File: src/sv/set_assoc_lru_cache_model_unit_assert.svh
// Assertion macros used by the cache tag store datapath.
`ifndef SET_ASSOC_LRU_CACHE_MODEL_UNIT_ASSERT_SVH
`define SET_ASSOC_LRU_CACHE_MODEL_UNIT_ASSERT_SVH
`ifndef ASSERT_OFF
`define SALC_ASSERT(lbl, clk_s, rst_s, prop, msg) \
    lbl: assert property (@(posedge clk_s) disable iff (!rst_s) prop) else $error(msg);
`define SALC_ASSERT_NEVER(lbl, clk_s, rst_s, cond, msg) \
    lbl: assert property (@(posedge clk_s) disable iff (!rst_s) !(cond)) else $error(msg);
`else
`define SALC_ASSERT(lbl, clk_s, rst_s, prop, msg)
`define SALC_ASSERT_NEVER(lbl, clk_s, rst_s, cond, msg)
`endif
`endif

File: src/sv/salc_pkg.sv
// Types and constants shared by the cache tag store modules.
package salc_pkg;

    localparam int ADDR_W      = 64;
    localparam int CMD_W       = 2;
    localparam int TAG_W       = 62;
    localparam int STAMP_W     = 64;
    localparam int CNT_W       = 32;
    localparam int IN_TDATA_W  = 72;
    localparam int OUT_TDATA_W = 104;
    localparam int CFG_IDX_W   = 2;
    localparam int CFG_DATA_W  = 6;

    // Register indexes of the configuration port.
    localparam logic [CFG_IDX_W-1:0] CFG_SET_BITS   = 2'd0;
    localparam logic [CFG_IDX_W-1:0] CFG_WAYS       = 2'd1;
    localparam logic [CFG_IDX_W-1:0] CFG_BLOCK_BITS = 2'd2;

    // Access commands.
    localparam logic [CMD_W-1:0] CMD_MODIFY = 2'd2;
    localparam logic [CMD_W-1:0] CMD_NONE   = 2'd3;

    typedef struct packed {
        logic               valid;
        logic [TAG_W-1:0]   tag;
        logic [STAMP_W-1:0] stamp;
    } line_t;

    typedef struct packed {
        logic clear_wr;
        logic capture;
        logic mem_rd;
        logic scan_step;
        logic update;
    } ctrl_cmd_t;

    typedef struct packed {
        logic in_drop;
        logic way_match;
        logic way_last;
        logic out_free;
        logic more;
        logic clear_last;
    } dp_status_t;

endpackage

File: src/sv/salc_ctrl.sv
// Sequencer of the cache tag store: clearing sweep, set read, way scan and update.
module salc_ctrl (
    input  logic                   clk,
    input  logic                   rst_n,
    input  logic                   in_valid,
    output logic                   in_ready,
    input  salc_pkg::dp_status_t   status,
    output salc_pkg::ctrl_cmd_t    cmd
);

    typedef enum logic [2:0] {
        ST_CLEAR,
        ST_IDLE,
        ST_READ,
        ST_SCAN,
        ST_UPDATE
    } state_t;

    state_t state_reg;
    state_t state_next;
    logic   in_ready_reg;
    logic   in_ready_next;

    always_comb
    begin
        state_next = state_reg;
        cmd        = '0;
        case (state_reg)
            ST_CLEAR:
            begin
                cmd.clear_wr = 1'b1;
                if (status.clear_last)
                begin
                    state_next = ST_IDLE;
                end
            end
            ST_IDLE:
            begin
                if (in_valid && !status.in_drop)
                begin
                    cmd.capture = 1'b1;
                    state_next  = ST_READ;
                end
            end
            ST_READ:
            begin
                cmd.mem_rd = 1'b1;
                state_next = ST_SCAN;
            end
            ST_SCAN:
            begin
                cmd.scan_step = 1'b1;
                if (status.way_match || status.way_last)
                begin
                    state_next = ST_UPDATE;
                end
            end
            ST_UPDATE:
            begin
                if (status.out_free)
                begin
                    cmd.update = 1'b1;
                    state_next = status.more ? ST_READ : ST_IDLE;
                end
            end
            default:
            begin
                state_next = ST_IDLE;
            end
        endcase
        in_ready_next = (state_next == ST_IDLE);
    end

    always_ff @(posedge clk or negedge rst_n)
    begin
        if (!rst_n)
        begin
            state_reg    <= ST_CLEAR;
            in_ready_reg <= 1'b0;
        end
        else
        begin
            state_reg    <= state_next;
            in_ready_reg <= in_ready_next;
        end
    end

    assign in_ready = in_ready_reg;

endmodule

File: config.mk
export PLATFORM = sky130hd
export DESIGN_NAME = salc_ctrl
export DESIGN_NICKNAME = d
export VERILOG_FILES = /design/src/sv/set_assoc_lru_cache_model_unit_assert.svh /design/src/sv/salc_pkg.sv /design/src/sv/salc_ctrl.sv
export SDC_FILE = /design/constraint.sdc
export NUM_CORES = 1
export LEC_CHECK = 0
export ABC_AREA = 1
export BUFFER_PORTS_ARGS = -buffer_cell sky130_fd_sc_hd__buf_4
export CAP_MARGIN = 40
export CELL_PAD_IN_SITES_DETAIL_PLACEMENT = 1
export CELL_PAD_IN_SITES_GLOBAL_PLACEMENT = 1
export CORE_AREA = 3 3 40 42
export CTS_BUF_LIST = sky130_fd_sc_hd__clkbuf_2
export CTS_CLUSTER_DIAMETER = 40
export DETAILED_ROUTE_END_ITERATION = 6
export DIE_AREA = 0 0 43 45
export PLACE_DENSITY = 0.67
export SLEW_MARGIN = 10
export SYNTH_ARGS = -nofsm -noshare
export SYNTH_HDL_FRONTEND = slang
export SYNTH_SLANG_ARGS = --single-unit
File: constraint.sdc
create_clock -name clk -period 1.5 [get_ports clk]
set_clock_uncertainty 0.15 [all_clocks]
set_input_delay 0 -clock clk [delete_from_list [all_inputs] [get_ports clk]]
set_output_delay 0 -clock clk [all_outputs]
set_load 0.02 [all_outputs]
==> run metrics <==
Post-CTS Setup Bufs=0; crit-path cells=dlygate4sd3_1 > buf_4 > nor2_4 > dlygate4sd3_1 > o31ai_1; post-DP HPWL=between 600 and 700 µm; status=finished clean; most frequent cells in the layout=buf_4, nand2_1, nor2_1, dlygate4sd3_1; P_int=417 µW; Die Width=about 43 µm; CP arrival=1.37 ns; fin nets=75; clock-pin slew on the worst setup and hold paths=roughly 0.040 ns; RSZ-0062 raised after global routing=false; wire per inst=9.73 µm; synth top area cells=dfrtp_1, nand2_1, nand2_2, nor2_4, nor2_1; VDD IR max=0.397 mV; hold_sp=status[0]; Worst R2R Start=state_reg[2]; I/O Buffers=14; Routed WL=roughly 770 µm; Bufs on Longest Clock Path=2; n_diodes=0; CP max-delay cell=dlygate4sd3_1; Flop pwr share=27.9%; Area growth syn-to-layout=59.8%; Req. time, crit path=1.42 ns; iteration count of the initial detailed-routing pass=1; DRC errors left=0; I/O pin count=15; initial DRC count=0; Worst-Margin Slew=0.408 ns; Pleak=0.000258 µW; cells after synthesis=43; fin crit share=96.4%; initial antenna violation count=0; htree depth=1; total negative slack=0 ns; fraction of registers with async set/reset=100%; Routed Antenna Nets=0; synthesized flop and latch total=4; Largest register FFs=3; Hold WC Path Type=in2reg; CTS sink cnt=4; CP Capture Type=flop; sequential fraction of the synthesis area=approximately a third; syn avg cell area=7.10 µm²; first-pass GRT wire length=1380 µm; CTS tree=built; die footprint=between 1500 and 2000 µm²; post-synth top area share=32.8%; syn_nets=52; commonest non-fill, non-tap cell in the layout=buf_4; Post-synth top flop=dfrtp_1; relative slew slack=72.8%; Final setup viols=0; RePlAce Congestion=0.731; Final min period=roughly 1.4 ns; Crit Path Max Fanout=2; vias=between 300 and 400; post-synthesis cell type with the largest combined area=dfrtp_1; switching share of power=49.8%; Max Cap Viol=0; Cells after DPL=slightly above 70; CTS buffer count=3; crit path from=status[4]; PwrDens=1700 nW/µm²; EDFF count, synth=0; synthesized area=305 µm²; Root Buffer=clkbuf_2; worst setup path class=in2reg; final core utilization=a little under two fifths; Synth warnings=0; Max Slew Vio Count=0; CP startpoint kind=input pin; GRT Total Usage=10.0%; Initial Util=23.8%; Core Box Area=approximately 1300 µm²; DIE HEIGHT=45 µm; layout cells sized above 1=48.4%; net switching power=414 µW; Clk Latency, worst-skew pair=0.20 ns; Combinational Power Share=60.7%; final instance count without filler cells=between 70 and 80; total gr overflow=0; vias in the first global route=approximately 340; Hold Vio Cnt, Final=0; power share of the clock group=11.4%; largest net degree at the start of global routing=9; site row count=13; Crit path top cell by count=dlygate4sd3_1; slowest stage delay, CP=0.55 ns; Netlist cell types=15; via-per-instance ratio=4.22; fmax=692 MHz
[area by class of cell]
class / count / area, µm²
well taps: 15 / 18.8
multi-input cells: 30 / 169
repair buffers: 19 / 155
inverters: 8 / 30.0
clock buffers: 3 / 15.0
flip-flops and latches: 4 / 100
fillers: 170 / 797
[layer usage]
layer	global-route usage [%]	wire, µm
met3	3.98	62
met4	7.23	0
met2	15.6	388
met1	11.2	319
met5	0	0
[what timing repair did]
action / CTS / global route
hold buffers: 5 / 0
endpoints found under the setup margin: 0 / 1
endpoints found under the hold margin: 5 / 0
resized for setup: 0 / 1
[per-stage QoR]
stage / instance area [µm²] / setup WS [ns] / hold slack (ns) / power, µW
floorplan: 305 / 0.155 / -0.446 / 584
detailed placement: 418 / 0.178 / -0.353 / 735
global route: 488 / 0.00551 / 0.0561 / 915
global placement: 418 / 0.206 / -0.353 / 729
CTS: 483 / 0.0324 / 0.00715 / 845
finish: 488 / 0.0542 / 0.0136 / 831
[power groups by stage]
stage / sequential (µW) / combinational (µW) / clock (µW)
finish: 232 / 504 / 94.7
global route: 238 / 570 / 107
CTS: 234 / 512 / 99.0
detailed placement: 235 / 501 / 0
global placement: 232 / 498 / 0
floorplan: 214 / 370 / 0
[final timing paths]
path | to | slack [ns] | cells past startpoint
min | state_reg[0] | 0.01 | 5
max reg2reg | state_reg[0] | 0.16 | 5
min in group asynchronous | state_reg[1] | 0.56 | 3
max | state_reg[2] | 0.05 | 5
min reg2reg | state_reg[2] | 0.54 | 2
max in group asynchronous | in_ready | 0.48 | 3
[synthesized netlist by cell type, types with 2 or more instances]
library cell  instances
dfrtp_1               4
inv_1                 4
inv_2                 4
nand2_1               8
nand2_2               4
nand3_1               3
nor2_1                5
nor2_2                3
nor2_4                2
[worst max-delay path, delay by kind of cell]
kind | cells | cell delay, ns
compound gates | 1 | 0.06
buf+inv | 3 | 1.23
simple gates | 1 | 0.08
[kinds of logic after synthesis]
kind of cell | share of synthesized area, %
simple gates | 49.6
buf+inv | 13.5
flops | 32.8
compound gates | 4.10
Power figures use the tool's default switching activity.
